<file path="config.mk">
export PLATFORM = sky130hd
export DESIGN_NAME = maze_wall_union_find
export DESIGN_NICKNAME = d
export VERILOG_FILES = /design/src/design/mwuf_pkg.sv /design/src/design/mwuf_datapath.sv /design/src/design/mwuf_ctrl.sv /design/src/design/maze_wall_union_find.sv
export VERILOG_INCLUDE_DIRS = /design/src /design/src/design
export SDC_FILE = /design/constraint.sdc
export NUM_CORES = 2
export LEC_CHECK = 0
export BUFFER_PORTS_ARGS = -buffer_cell sky130_fd_sc_hd__buf_2
export CAP_MARGIN = 25
export CORE_AREA = 3 3 604 606
export DETAILED_ROUTE_END_ITERATION = 8
export DIE_AREA = 0 0 607 609
export GPL_TIMING_DRIVEN = 0
export MAX_ROUTING_LAYER = met4
export PLACE_DENSITY_LB_ADDON = 0.2
export SETUP_SLACK_MARGIN = 0.5
export SLEW_MARGIN = 40
export SYNTH_ARGS = -nofsm -noshare
export SYNTH_HDL_FRONTEND = slang
export SYNTH_SLANG_ARGS = --single-unit
</file>
<file path="constraint.sdc">
create_clock -name clock -period 19.5 [get_ports clock]
set_input_delay 0.975 -clock clock [delete_from_list [all_inputs] [get_ports clock]]
set_output_delay 0.975 -clock clock [all_outputs]
set_load 0.1 [all_outputs]
</file>
<file path="src/design/maze_wall_union_find_macros.svh">
// Assertion macros for the maze wall union-find block.
// Used by the controller and datapath; no other dependencies.
`ifndef MAZE_WALL_UNION_FIND_MACROS_SVH
`define MAZE_WALL_UNION_FIND_MACROS_SVH
`ifndef SYNTHESIS
`define MWUF_ASSERT_IMP(lbl, clk, rst, a, b) \
   lbl: assert property (@(posedge clk) disable iff (rst) (a) |-> (b)) else $error("lbl");
`define MWUF_ASSERT_NEXT(lbl, clk, rst, a, b) \
   lbl: assert property (@(posedge clk) disable iff (rst) (a) |=> (b)) else $error("lbl");
`else
`define MWUF_ASSERT_IMP(lbl, clk, rst, a, b)
`define MWUF_ASSERT_NEXT(lbl, clk, rst, a, b)
`endif
`endif

</file>
<file path="src/design/mwuf_pkg.sv">
// Shared types and constants for the maze wall union-find block.
// No dependencies.
package mwuf_pkg;
   localparam int MaxRows = 16;
   localparam int MaxCols = 16;
   localparam int Cells = MaxRows * MaxCols;
   localparam int CellW = $clog2(Cells);
   localparam int RowW = $clog2(MaxRows);
   localparam int ColW = $clog2(MaxCols);

   localparam logic [1:0] DirNorth = 2'd0;
   localparam logic [1:0] DirSouth = 2'd1;
   localparam logic [1:0] DirEast = 2'd2;
   localparam logic [1:0] DirWest = 2'd3;
   localparam logic OpTry = 1'b0;
   localparam logic OpRead = 1'b1;

   // datapath commands
   typedef enum logic [3:0] {
      CMD_NONE   = 4'd0,
      CMD_CLEAR  = 4'd1,   // one cell of the post-reset clearing pass
      CMD_LOAD   = 4'd2,   // latch item, compute bounds and neighbour
      CMD_RDWALL = 4'd3,   // set current cell from sel, to read its walls
      CMD_OPEN0  = 4'd4,   // clear north wall of cell 0
      CMD_OPEN1  = 4'd5,   // clear south wall of exit cell
      CMD_FSTART = 4'd6,   // start a find; sel picks the start cell
      CMD_FSTEP  = 4'd7,   // parent read result checked, walk on
      CMD_FSAVE  = 4'd8,   // store found root into slot sel
      CMD_KNOCK0 = 4'd9,   // clear wall of here, set parent
      CMD_KNOCK1 = 4'd10,  // clear wall of neighbour
      CMD_RESULT = 4'd11
   } cmd_op_type;

   typedef struct packed {
      cmd_op_type op;
      logic [1:0] sel;     // find start: 0 here,1 other,2 cell0,3 exit
      logic       knocked;
      logic       set_done;
   } cmd_type;

   typedef struct packed {
      logic clear_last;
      logic oor;
      logic is_read;
      logic nb_ok;
      logic find_done;
      logic roots_eq;      // slot0 == slot1
   } stat_type;
endpackage

</file>
<file path="src/design/mwuf_datapath.sv">
// Datapath: wall and parent memories, find walker, config registers.
// Depends on mwuf_pkg and the assertion macros header.
`include "maze_wall_union_find_macros.svh"
module mwuf_datapath (
   input  logic                        clock,
   input  logic                        reset,
   input  mwuf_pkg::cmd_type           cmd,
   output mwuf_pkg::stat_type          stat,
   input  logic                        req_opcode,
   input  logic [3:0]                  req_row,
   input  logic [3:0]                  req_col,
   input  logic [1:0]                  req_direction,
   input  logic                        cfg_we,
   input  logic                        cfg_idx,
   input  logic [4:0]                  cfg_data,
   output logic [4:0]                  row_count,
   output logic [4:0]                  col_count,
   output logic                        rsp_knocked,
   output logic                        rsp_complete,
   output logic                        rsp_out_of_range,
   output logic [3:0]                  rsp_walls,
   output logic                        rsp_strobe
);
   logic [3:0]                  wall_mem [mwuf_pkg::Cells];
   logic [mwuf_pkg::CellW-1:0]  par_mem  [mwuf_pkg::Cells];

   logic [4:0] rows_ff, cols_ff;
   logic [mwuf_pkg::CellW-1:0] clr_ff;
   logic op_ff, oor_ff, nbok_ff;
   logic [mwuf_pkg::CellW-1:0] here_ff, other_ff, exit_ff, cur_ff;
   logic [3:0] mine_ff, their_ff;
   logic [mwuf_pkg::CellW-1:0] slot_ff [2];
   logic [mwuf_pkg::CellW-1:0] par_rd_ff;
   logic [3:0] wall_rd_ff;
   logic done_ff;
   logic kn_ff, cpl_ff, oorr_ff, strb_ff;
   logic [3:0] walls_ff;

   logic [4:0] er, ec;
   logic [mwuf_pkg::CellW-1:0] here_in, exit_in;
   logic nbok_in;
   logic [mwuf_pkg::CellW-1:0] other_in;
   logic [3:0] mine_in, their_in;

   assign row_count = rows_ff;
   assign col_count = cols_ff;

   always_comb begin
      er = (rows_ff == 5'd0) ? 5'd1 : (rows_ff > 5'(mwuf_pkg::MaxRows)) ?
           5'(mwuf_pkg::MaxRows) : rows_ff;
      ec = (cols_ff == 5'd0) ? 5'd1 : (cols_ff > 5'(mwuf_pkg::MaxCols)) ?
           5'(mwuf_pkg::MaxCols) : cols_ff;
      here_in = {req_row, req_col};
      exit_in = {4'(er - 5'd1), 4'(ec - 5'd1)};
      nbok_in = 1'b0;
      other_in = here_in;
      mine_in = 4'd0;
      their_in = 4'd0;
      unique case (req_direction)
         mwuf_pkg::DirNorth: begin
            nbok_in = req_row != 4'd0; other_in = {4'(req_row - 4'd1), req_col};
            mine_in = 4'b0001; their_in = 4'b0010;
         end
         mwuf_pkg::DirSouth: begin
            nbok_in = ({1'b0, req_row} + 5'd1) < er;
            other_in = {4'(req_row + 4'd1), req_col};
            mine_in = 4'b0010; their_in = 4'b0001;
         end
         mwuf_pkg::DirEast: begin
            nbok_in = ({1'b0, req_col} + 5'd1) < ec;
            other_in = {req_row, 4'(req_col + 4'd1)};
            mine_in = 4'b0100; their_in = 4'b1000;
         end
         default: begin
            nbok_in = req_col != 4'd0; other_in = {req_row, 4'(req_col - 4'd1)};
            mine_in = 4'b1000; their_in = 4'b0100;
         end
      endcase
   end

   always_ff @(posedge clock) begin
      if (reset) begin
         rows_ff <= 5'd16; cols_ff <= 5'd16; clr_ff <= '0;
         done_ff <= 1'b0; strb_ff <= 1'b0;
      end else begin
         strb_ff <= cmd.op == mwuf_pkg::CMD_RESULT;
         if (cfg_we) begin
            if (cfg_idx) cols_ff <= cfg_data; else rows_ff <= cfg_data;
         end
         if (cmd.op == mwuf_pkg::CMD_CLEAR)
            clr_ff <= mwuf_pkg::CellW'(clr_ff + 1'b1);
         if (cmd.set_done) done_ff <= 1'b1;
      end
   end

   // memories: one write, one registered read each
   always_ff @(posedge clock) begin
      unique case (cmd.op)
         mwuf_pkg::CMD_CLEAR: begin
            wall_mem[clr_ff] <= 4'hF; par_mem[clr_ff] <= clr_ff;
         end
         mwuf_pkg::CMD_OPEN0:
            wall_mem[mwuf_pkg::CellW'(0)] <= wall_rd_ff & 4'b1110;
         mwuf_pkg::CMD_OPEN1: wall_mem[exit_ff] <= wall_rd_ff & 4'b1101;
         mwuf_pkg::CMD_KNOCK0: begin
            wall_mem[here_ff] <= wall_rd_ff & ~mine_ff;
            par_mem[slot_ff[1]] <= slot_ff[0];
         end
         mwuf_pkg::CMD_KNOCK1: wall_mem[other_ff] <= wall_rd_ff & ~their_ff;
         default: ;
      endcase
      par_rd_ff <= par_mem[cur_ff];
      wall_rd_ff <= wall_mem[cur_ff];
   end

   always_ff @(posedge clock) begin
      unique case (cmd.op)
         mwuf_pkg::CMD_LOAD: begin
            op_ff <= req_opcode;
            oor_ff <= ({1'b0, req_row} >= er) || ({1'b0, req_col} >= ec);
            here_ff <= here_in; other_ff <= other_in; exit_ff <= exit_in;
            nbok_ff <= nbok_in; mine_ff <= mine_in; their_ff <= their_in;
            cur_ff <= here_in;
         end
         mwuf_pkg::CMD_RDWALL, mwuf_pkg::CMD_FSTART: begin
            unique case (cmd.sel)
               2'd0: cur_ff <= here_ff;
               2'd1: cur_ff <= other_ff;
               2'd2: cur_ff <= '0;
               default: cur_ff <= exit_ff;
            endcase
         end
         mwuf_pkg::CMD_FSTEP: if (par_rd_ff != cur_ff) cur_ff <= par_rd_ff;
         mwuf_pkg::CMD_FSAVE: slot_ff[cmd.sel[0]] <= cur_ff;
         mwuf_pkg::CMD_RESULT: begin
            kn_ff <= cmd.knocked; cpl_ff <= done_ff | cmd.set_done;
            oorr_ff <= oor_ff;
            walls_ff <= (op_ff && !oor_ff) ? wall_rd_ff : 4'd0;
         end
         default: ;
      endcase
   end

   always_comb begin
      stat.clear_last = clr_ff == '1;
      stat.oor = oor_ff;
      stat.is_read = op_ff;
      stat.nb_ok = nbok_ff;
      stat.find_done = par_rd_ff == cur_ff;
      stat.roots_eq = slot_ff[0] == slot_ff[1];
   end

   assign rsp_knocked = kn_ff;
   assign rsp_complete = cpl_ff;
   assign rsp_out_of_range = oorr_ff;
   assign rsp_walls = walls_ff;
   assign rsp_strobe = strb_ff;

   `MWUF_ASSERT_NEXT(a_done_sticks, clock, reset, done_ff, done_ff)
   `MWUF_ASSERT_IMP(a_oor_no_walls, clock, reset, strb_ff && oorr_ff, walls_ff == 4'd0 && !kn_ff)
   `MWUF_ASSERT_IMP(a_knock_not_read, clock, reset, strb_ff && kn_ff, walls_ff == 4'd0)
endmodule

</file>
<file path="src/design/mwuf_ctrl.sv">
// Controller: sequences clearing, item decode, finds and wall updates.
// Depends on mwuf_pkg and the assertion macros header.
`include "maze_wall_union_find_macros.svh"
module mwuf_ctrl (
   input  logic                 clock,
   input  logic                 reset,
   input  logic                 start,
   output logic                 busy,
   input  mwuf_pkg::stat_type   stat,
   output mwuf_pkg::cmd_type    cmd
);
   typedef enum logic [19:0] {
      S_CLEAR = 20'h00001,
      S_IDLE  = 20'h00002,
      S_DEC   = 20'h00004,
      S_RDW   = 20'h00008,
      S_RDWW  = 20'h00010,
      S_OP0R  = 20'h00020,
      S_OP0W  = 20'h00040,
      S_OP1R  = 20'h00080,
      S_OP1W  = 20'h00100,
      S_OP1X  = 20'h00200,
      S_FST   = 20'h00400,
      S_FWAIT = 20'h00800,
      S_FCHK  = 20'h01000,
      S_KN    = 20'h02000,
      S_K0W   = 20'h04000,
      S_K0    = 20'h08000,
      S_K1R   = 20'h10000,
      S_K1W   = 20'h20000,
      S_K1    = 20'h40000,
      S_RES   = 20'h80000
   } state_type;

   // find slots: 0 cell0 root, 1 exit root (ends check); then here/other
   state_type state_ff, state_in;
   logic [2:0] phase_ff, phase_in;   // which find of the try
   logic started_ff, started_in, done_ff, done_in, kn_ff, kn_in;

   always_ff @(posedge clock) begin
      if (reset) begin
         state_ff <= S_CLEAR; phase_ff <= '0;
         started_ff <= 1'b0; done_ff <= 1'b0; kn_ff <= 1'b0;
      end else begin
         state_ff <= state_in; phase_ff <= phase_in;
         started_ff <= started_in; done_ff <= done_in; kn_ff <= kn_in;
      end
   end

   // phases: 0 find cell0,1 find exit,(check),2 find here,3 find other,
   // (knock),4 find cell0,5 find exit,(check)
   function automatic logic [1:0] fsel(input logic [2:0] ph);
      unique case (ph)
         3'd0, 3'd4: fsel = 2'd2;
         3'd1, 3'd5: fsel = 2'd3;
         3'd2:       fsel = 2'd0;
         default:    fsel = 2'd1;
      endcase
   endfunction

   always_comb begin
      state_in = state_ff; phase_in = phase_ff;
      started_in = started_ff; done_in = done_ff; kn_in = kn_ff;
      cmd = '{op: mwuf_pkg::CMD_NONE, sel: 2'd0, knocked: kn_ff, set_done: 1'b0};
      busy = state_ff != S_IDLE;
      unique case (state_ff)
         S_CLEAR: begin
            cmd.op = mwuf_pkg::CMD_CLEAR;
            if (stat.clear_last) state_in = S_IDLE;
         end
         S_IDLE: if (start) begin
            cmd.op = mwuf_pkg::CMD_LOAD; state_in = S_DEC; kn_in = 1'b0;
         end
         S_DEC: begin
            if (stat.oor) state_in = S_RES;
            else if (stat.is_read) begin
               cmd.op = mwuf_pkg::CMD_RDWALL; cmd.sel = 2'd0; state_in = S_RDW;
            end else if (done_ff) state_in = S_RES;
            else if (!started_ff) begin
               cmd.op = mwuf_pkg::CMD_RDWALL; cmd.sel = 2'd2; state_in = S_OP0R;
            end else begin
               phase_in = 3'd0; state_in = S_FST;
            end
         end
         S_RDW: state_in = S_RDWW;      // read data registered
         S_RDWW: state_in = S_RES;
         S_OP0R: state_in = S_OP0W;
         S_OP0W: begin
            cmd.op = mwuf_pkg::CMD_OPEN0; // entrance: cell 0 north
            state_in = S_OP1R;
         end
         S_OP1R: begin
            cmd.op = mwuf_pkg::CMD_RDWALL; cmd.sel = 2'd3; state_in = S_OP1W;
         end
         S_OP1W: state_in = S_OP1X;
         S_OP1X: begin
            cmd.op = mwuf_pkg::CMD_OPEN1; // exit: last cell south
            started_in = 1'b1; phase_in = 3'd0; state_in = S_FST;
         end
         S_FST: begin
            cmd.op = mwuf_pkg::CMD_FSTART; cmd.sel = fsel(phase_ff); state_in = S_FWAIT;
         end
         S_FWAIT: state_in = S_FCHK;
         S_FCHK: begin
            if (stat.find_done) begin
               cmd.op = mwuf_pkg::CMD_FSAVE; cmd.sel = {1'b0, phase_ff[0]};
               state_in = S_KN;
            end else begin
               cmd.op = mwuf_pkg::CMD_FSTEP; state_in = S_FWAIT;
            end
         end
         S_KN: begin
            // decide after each saved root
            unique case (phase_ff)
               3'd1, 3'd5: begin
                  if (stat.roots_eq) begin
                     cmd.set_done = 1'b1; done_in = 1'b1; state_in = S_RES;
                  end else if (phase_ff == 3'd5 || !stat.nb_ok) state_in = S_RES;
                  else begin
                     phase_in = 3'd2; state_in = S_FST;
                  end
               end
               3'd3: begin
                  if (stat.roots_eq) state_in = S_RES;
                  else begin
                     cmd.op = mwuf_pkg::CMD_RDWALL; cmd.sel = 2'd0; state_in = S_K0W;
                  end
               end
               default: begin phase_in = 3'(phase_ff + 3'd1); state_in = S_FST; end
            endcase
         end
         S_K0W: state_in = S_K0;
         S_K0: begin
            cmd.op = mwuf_pkg::CMD_KNOCK0; kn_in = 1'b1; state_in = S_K1R;
         end
         S_K1R: begin
            cmd.op = mwuf_pkg::CMD_RDWALL; cmd.sel = 2'd1; state_in = S_K1W;
         end
         S_K1W: state_in = S_K1;
         S_K1: begin
            cmd.op = mwuf_pkg::CMD_KNOCK1; phase_in = 3'd4; state_in = S_FST;
         end
         S_RES: begin
            cmd.op = mwuf_pkg::CMD_RESULT; state_in = S_IDLE;
         end
         default: state_in = S_IDLE;
      endcase
   end

   `MWUF_ASSERT_IMP(a_busy_clear, clock, reset, state_ff == S_CLEAR, busy)
   `MWUF_ASSERT_NEXT(a_started_sticks, clock, reset, started_ff, started_ff)
   `MWUF_ASSERT_NEXT(a_res_to_idle, clock, reset, state_ff == S_RES, state_ff == S_IDLE)
endmodule

</file>
<file path="src/design/maze_wall_union_find.sv">
// Top level of the maze wall union-find block; uses mwuf_pkg, mwuf_ctrl, mwuf_datapath.
// Result word after the accepting edge; out-of-range items and tries once complete skip
// to it, a read waits for a wall read, a try for finds, knocks and first-try openings.
// One word in flight; busy drops as the result shows.
// Reset: sizes go to 16 x 16, then a clearing pass of both memories, busy high.
// The receiver cannot stall: each result word stands for one cycle only.
module maze_wall_union_find (
   input  logic        clock,
   input  logic        reset,
   input  logic        start,
   output logic        busy,
   input  logic        req_opcode,
   input  logic [3:0]  req_row,
   input  logic [3:0]  req_col,
   input  logic [1:0]  req_direction,
   output logic        rsp_valid,
   output logic        rsp_knocked,
   output logic        rsp_complete,
   output logic        rsp_out_of_range,
   output logic        rsp_north_wall,
   output logic        rsp_south_wall,
   output logic        rsp_east_wall,
   output logic        rsp_west_wall,
   input  logic        psel,
   input  logic        penable,
   input  logic        pwrite,
   input  logic [2:0]  paddr,
   input  logic [31:0] pwdata,
   output logic [31:0] prdata,
   output logic        pready
);
   mwuf_pkg::cmd_type  cmd;
   mwuf_pkg::stat_type stat;
   logic [4:0] rows, cols;
   logic [3:0] walls;
   logic cfg_we;

   // register write at access phase; rows at 0, columns at 4
   assign pready = 1'b1;
   assign cfg_we = psel && penable && pwrite && (paddr[1:0] == 2'd0);
   assign prdata = {27'd0, paddr[2] ? cols : rows};

   mwuf_ctrl u_ctrl (
      .clock(clock), .reset(reset), .start(start), .busy(busy),
      .stat(stat), .cmd(cmd)
   );

   mwuf_datapath u_dp (
      .clock(clock), .reset(reset), .cmd(cmd), .stat(stat),
      .req_opcode(req_opcode), .req_row(req_row), .req_col(req_col),
      .req_direction(req_direction),
      .cfg_we(cfg_we), .cfg_idx(paddr[2]), .cfg_data(pwdata[4:0]),
      .row_count(rows), .col_count(cols),
      .rsp_knocked(rsp_knocked), .rsp_complete(rsp_complete),
      .rsp_out_of_range(rsp_out_of_range), .rsp_walls(walls),
      .rsp_strobe(rsp_valid)
   );

   assign rsp_north_wall = walls[0];
   assign rsp_south_wall = walls[1];
   assign rsp_east_wall = walls[2];
   assign rsp_west_wall = walls[3];
endmodule
</file>
## Word level (Yosys, flattened, before mapping)

Memory sizes are Yosys's and may differ from the RTL's. A register that Yosys moved wholly into a read port is not among the register bits.
Cells that the tools add are included.

- $add $sub $neg: 10
- Multipliers: 0
- Div/mod/pow operators: 0
- Magnitude comparators: 6
- Equal/unequal tests: 55
- Shifts and indexed selects: 0
- Muxes and demuxes: 76
- Bitwise gates (word level): 6
- Reductions and logical operators: 36

Operator list:

| operator | number |
|---|---|
| $pmux W20 S18 | 1 |
| $mux W20 | 8 |
| $pmux W8 S3 | 3 |
| $mux W8 | 7 |
| $pmux W4 S12 | 1 |
| $pmux W20 S2 | 1 |
| $mux W4 | 7 |
| $mux W5 | 5 |
| $mux W6 | 4 |
| $pmux W4 S3 | 2 |
| $mux W1 | 22 |
| $eq A20 B1 Y1 const B | 1 |
| $eq A20 B10 Y1 const B | 1 |
| $eq A20 B11 Y1 const B | 1 |
| $eq A20 B12 Y1 const B | 1 |
| $eq A20 B13 Y1 const B | 1 |
| $eq A20 B14 Y1 const B | 1 |
| $eq A20 B15 Y1 const B | 1 |
| $eq A20 B16 Y1 const B | 1 |
| $eq A20 B17 Y1 const B | 1 |
| $eq A20 B18 Y1 const B | 1 |
| $eq A20 B19 Y1 const B | 1 |
| $eq A20 B2 Y1 const B | 1 |
| $eq A20 B20 Y1 const B | 1 |
| other kinds (60) | 115 |

- Register bits after elaboration: 96
- Bits in latches: 0
- RAM bits: 3088
- Memory bits (read-only): 0
- Output and inout port bits: 42
- Memories kept: 3

Memory list:

| memory | depth | bits a word | rd ports | clocked after Yosys merged registers in | wr ports | line | text |
|---|---|---|---|---|---|---|---|
| u_dp.par_mem | 256 | 8 | 1 | 1 | 1 | mwuf_datapath.sv:25 | `logic [mwuf_pkg::CellW-1:0] par_mem [mwuf_pkg::Cells];` |
| u_dp.wall_mem | 256 | 4 | 1 | 1 | 1 | mwuf_datapath.sv:24 | `logic [3:0] wall_mem [mwuf_pkg::Cells];` |
| u_dp.slot_ff | 2 | 8 | 2 | 0 | 1 | mwuf_datapath.sv:32 | `logic [mwuf_pkg::CellW-1:0] slot_ff [2];` |

## Depth between registers and ports, before layout

- Depth in word-level cells: 13
- Gate-level depth with buffers: 12

## Modules after synthesis

Synthesis repeated with hierarchy kept, for this count alone.

- Cells, all modules: 6435
- Area, all modules: 125934.5 um^2

Modules (own cells, without submodules):

| module | instances | cells an instance | area each (um^2) | sequential area each (um^2) |
|---|---|---|---|---|
| mwuf_datapath | 1 | 6209 | 124006.4 | 94750.9 |
| mwuf_ctrl | 1 | 189 | 1644.1 | 520.5 |
| maze_wall_union_find | 1 | 37 | 284.0 | 0.0 |

## Worst setup path after synthesis

No wires, ideal clock.

- Kind: register to register
- From: register u_ctrl.state_ff[13]
- To: memory u_dp.wall_mem[0][0] (data pin)
- Setup time: 2.188 ns
- Arrival time: 11.445 ns
- Data required time: 17.312 ns
- Slack: 5.867 ns
- Cell stages (with the launch flop): 8
- Clock period less this slack: 13.633 ns
- Cells stage by stage: dfxtp_1 clkbuf_1 or4b_2 clkbuf_1 nor2_1 clkbuf_1 buf_1 o21ai_0

- Word-level cells in the longest chain between the ends: 11

RTL lines:

| item | line | text |
|---|---|---|
| start, declared | mwuf_ctrl.sv:36 | `state_type state_ff, state_in;` |
| start signal, assigned | mwuf_ctrl.sv:45 | `state_ff <= state_in; phase_ff <= phase_in;` |
| $eq A20 B8 Y1 or $eq A20 B17 Y1 (tied branches) | mwuf_ctrl.sv:66 | `unique case (state_ff)` |
| $reduce_or A2 Y1 (no line) | -- |  |
| $pmux W4 S12 (*) | mwuf_ctrl.sv:66 |  |
| $eq A4 B3 Y1 | mwuf_datapath.sv:98 | `unique case (cmd.op)` |
| $mux W1 | mwuf_datapath.sv:98 |  |
| $mux W1 (not written as such) | mwuf_datapath.sv:103 | `wall_mem[mwuf_pkg::CellW'(0)] <= wall_rd_ff & 4'b1110;` |
| $reduce_or A4 Y1 (no line) | -- |  |
| $mux W4 (no line) (3 in a row) | -- |  |
| $mux W4 (no line) (*) | -- |  |
| end, declared | mwuf_datapath.sv:24 |  |

Every way passes the cells marked *; elsewhere a longest branch is shown, timed or not.

## Worst setup path after layout

- From: register u_ctrl.state_ff[3]
- To: memory u_dp.par_mem[175][1] (netlist bit), enable pin

- Word-level cells in the longest chain between the ends: 8

RTL lines:

| item | line | text |
|---|---|---|
| $eq A20 B8 Y1 or $eq A20 B17 Y1 (tied branches) | mwuf_ctrl.sv:66 |  |
| $reduce_or A2 Y1 (no line) | -- |  |
| $pmux W4 S12 (*) | mwuf_ctrl.sv:66 |  |
| $eq A4 B4 Y1 | mwuf_datapath.sv:98 |  |
| $mux W1 | mwuf_datapath.sv:98 |  |
| $mux W1 (not written as such) | mwuf_datapath.sv:107 | `par_mem[slot_ff[1]] <= slot_ff[0];` |
| $reduce_or A8 Y1 (no line) | -- |  |
| $mux W8 (no line) or $mux W1 (tied branches) | -- |  |
| end, declared | mwuf_datapath.sv:25 |  |

Marked as above.

==> out/results.ini <==
[route]
vias=67620
wirelength_mm=398.3
viasPerCell=5.658
first_pass_iters=6
drt_iter0_drc=8507
drtAntennaViolNets=0
drc_errors=0
routedWlPerCell_um=33.33

[yosys]
synth_cell_types=75
yosys-top-cells-count=edfxtp_1 (3134), mux4_2 (744), nor2_1 (376)
ys_warn_count=0
yosys.area.top_type_share=0.7472
synth_edf_count=3134
yosys.area.top_type=edfxtp_1
async_flop_share=0
synth_area_um2=125900
synth_ff_type=edfxtp_1
synth_area_leaders=edfxtp_1 (75%), mux4_2 (13%), a22oi_1 (1.7%)
ys_seq_area_frac=0.7565
netlist_instances=6325
ys_ff_latch=3192
avgSynthCellArea_um2=19.91
synth.most_common_cell=edfxtp_1

[flow_run]
maxCapViolCount=0

[timing]
worst_slack_ns=13.09
period_share=0.3289
slew_violations=0
finalCriticalPeriod_ns=6.414
grt_setup_unrepaired=false
fin_tns_setup_ns=0
max_freq_mhz=155.9
finClkSkew_ns=0.05637
max_slew.worst_pin.slew_ns=0.9914
hold_viol_final=0
final-setup-viol-count=0
max-slew-margin-rel=0.3391

[setup_path]
regToRegSetupSlack_ns=13.09
worst_ep_arrival_time_ns=6.96
crit_chain=clkbuf_1 -> nor4_1 -> nand4_1 -> nor2_2 -> clkbuf_1 -> nand3_1 -> nand2_1 -> nand2_1 -> clkbuf_4 -> buf_12 -> nor2_1
crit_start=u_ctrl.state_ff[3]
cp.required_ns=20.04
crit_type=flip-flop to flip-flop
r2r-end=u_dp.par_mem[175][1]
critPathSlowestCell=nor2_2
crit_path_max_incr_delay_ns=0.81
cp.buffers_inverters=4
cp_max_fo=10
r2r_cells=11
rr_startpoint=u_ctrl.state_ff[3]
critPathTopFamily=simple AND/OR/NAND/NOR gates
critPathCaptureType=flip-flop
crit_path_start_kind=flip-flop

[layout]
num-nets-final=6996
layout-drive-gt1-share=0.2962
fin_area_um2=147500
syn_to_final_growth_pct=17.11
fillerInstances=31850
post-route-util=0.4103

[clocking]
cts_tree=built
cts_num_sinks=3192
cts_buffers=339
h-tree-depth=5
ctsResizeCount=0
clk_latency_ns=0.95
ctsLongestPathBuffers=4
cts-root-buf=clkbuf_16
clk_pin_slew_ns=0.06
cts_hold_buf=0
postCtsSetupBuffers=0

[run_status]
status=finished clean

[floorplanning]
die_w_um=607
die_area_um2=369700
chipHeight_um=609
ios=94
start_util=0.3503
num_rows=220
core_um2=359500

[min_path]
hold_path_end=u_dp.op_ff
hold_path_depth=1
hp-start=req_opcode
hold_class=primary input to flip-flop

[grt]
antenna_found_initial=23
grt_pass1_wl_mm=547.5
gr-usage-all-layers=0.2186
grt_pass1_vias=67620
grt_overflow_total=0
grt_max_degree=54

[placement]
place.gp.congestion=0.9422
dp_worst_setup_slack_ns=13.34
dp_hpwl_mm=285.6
dpl_cell_area_um2=136400
port-buffer-count=37

[power]
power.leakage_nw=49.07
vdd_drop_max_mv=0.06542
powerDensity_nw_per_um2=98.69
finalPower_mw=14.56

-- report_power, final --
part           internal, mW  total, mW  switching (mW)  leakage [nW]
combinational         0.125      0.627           0.501          11.8
clock                  3.62       6.34            2.72          5.28
sequential             7.58       7.59          0.0108          32.0
total                  11.3       14.6            3.23          49.1
-- worst reg2reg max path, cell delays in order (launching register included) --
cell and delay (ns):
dfxtp_1 0.29, clkbuf_1 0.23, nor4_1 0.62, nand4_1 0.60, nor2_2 0.81, clkbuf_1 0.62
nand3_1 0.14, nand2_1 0.62, nand2_1 0.67, clkbuf_4 0.47, buf_12 0.21, nor2_1 0.74
-- cell families after synthesis --
kind of cell | share of synthesized area
compound gates | 0.03825
xor+xnor | 0.002851
fa+ha+maj | 0.003696
buf+inv | 0.01527
flops | 0.7565
mux | 0.1451
other cells | 0.00005963
simple gates | 0.03833
-- sequential cells by signal, indices dropped and copies added, names as in the netlist, 3 cells and up --
register,count
u_dp.par_mem,2048
u_dp.wall_mem,1024
u_ctrl.state_ff,20
u_dp.slot_ff,16
u_dp.clr_ff,8
u_dp.cur_ff,8
u_dp.exit_ff,8
u_dp.here_ff,8
u_dp.other_ff,8
u_dp.par_rd_ff,8
u_dp.col_count,5
u_dp.row_count,5
u_dp.rsp_walls,4
u_dp.wall_rd_ff,4
u_ctrl.phase_ff,3
u_dp.their_ff,3
-- worst max path at each step --
stage | slack, ns | cells after the start | end
3_3_place_gp | -7.18 | 7 | u_dp.wall_mem[74][0]
2_1_floorplan | 5.87 | 7 | u_dp.wall_mem[0][0]
4_1_cts | 13.30 | 10 | u_dp.par_mem[203][6]
5_1_grt | 13.04 | 11 | u_dp.par_mem[175][2]
6_report | 13.09 | 11 | u_dp.par_mem[175][1]
3_5_place_dp | 13.34 | 10 | u_dp.par_mem[203][7]
-- through the flow --
step	std cells	hold slack [ns]
after floorplan	6351	0.4086
after global placement	11160	0.4613
after detailed placement	11340	0.4333
after CTS	11940	0.1600
after global routing	11950	0.1851
final	11950	0.2338
-- metal layers --
metal / vias up / share of wire / GRT usage
met1: 36540 / 0.41 / 0.2957
met4: 0 / 0.035 / 0.06669
met2: 2928 / 0.47 / 0.3340
met5: - / 0 / -
met3: 648 / 0.082 / 0.04404
li1: 27500 / - / -
-- cell type report --
class                   count  area [um2]  area share
flip-flops and latches   3192       95270      0.6459
multi-input cells        2691       30040      0.2037
clock buffers             408        8823     0.05982
well taps                4773        5972     0.04049
repair buffers            216        3203     0.02172
plain buffers             441        2142     0.01452
clock inverters           195        1921     0.01302
inverters                  27       101.3   0.0006871
diodes                      7       17.52   0.0001188
-- placed cells by master (no fill, tap or decap), drive strengths merged, types with 29 or more instances in the layout --
master,instances
nor4,95
a22oi,279
ha,34
nor3,181
buf,379
dfxtp,58
a21oi,56
edfxtp,3134
o21ai,90
clkinv,137
bufinv,29
clkbuf,686
inv,46
mux2i,65
nor2,377
nand3,37
a22o,61
nand2,215
mux4,744
o22ai,54
mux2,77
No activity file was read; power rests on OpenSTA's default activity.
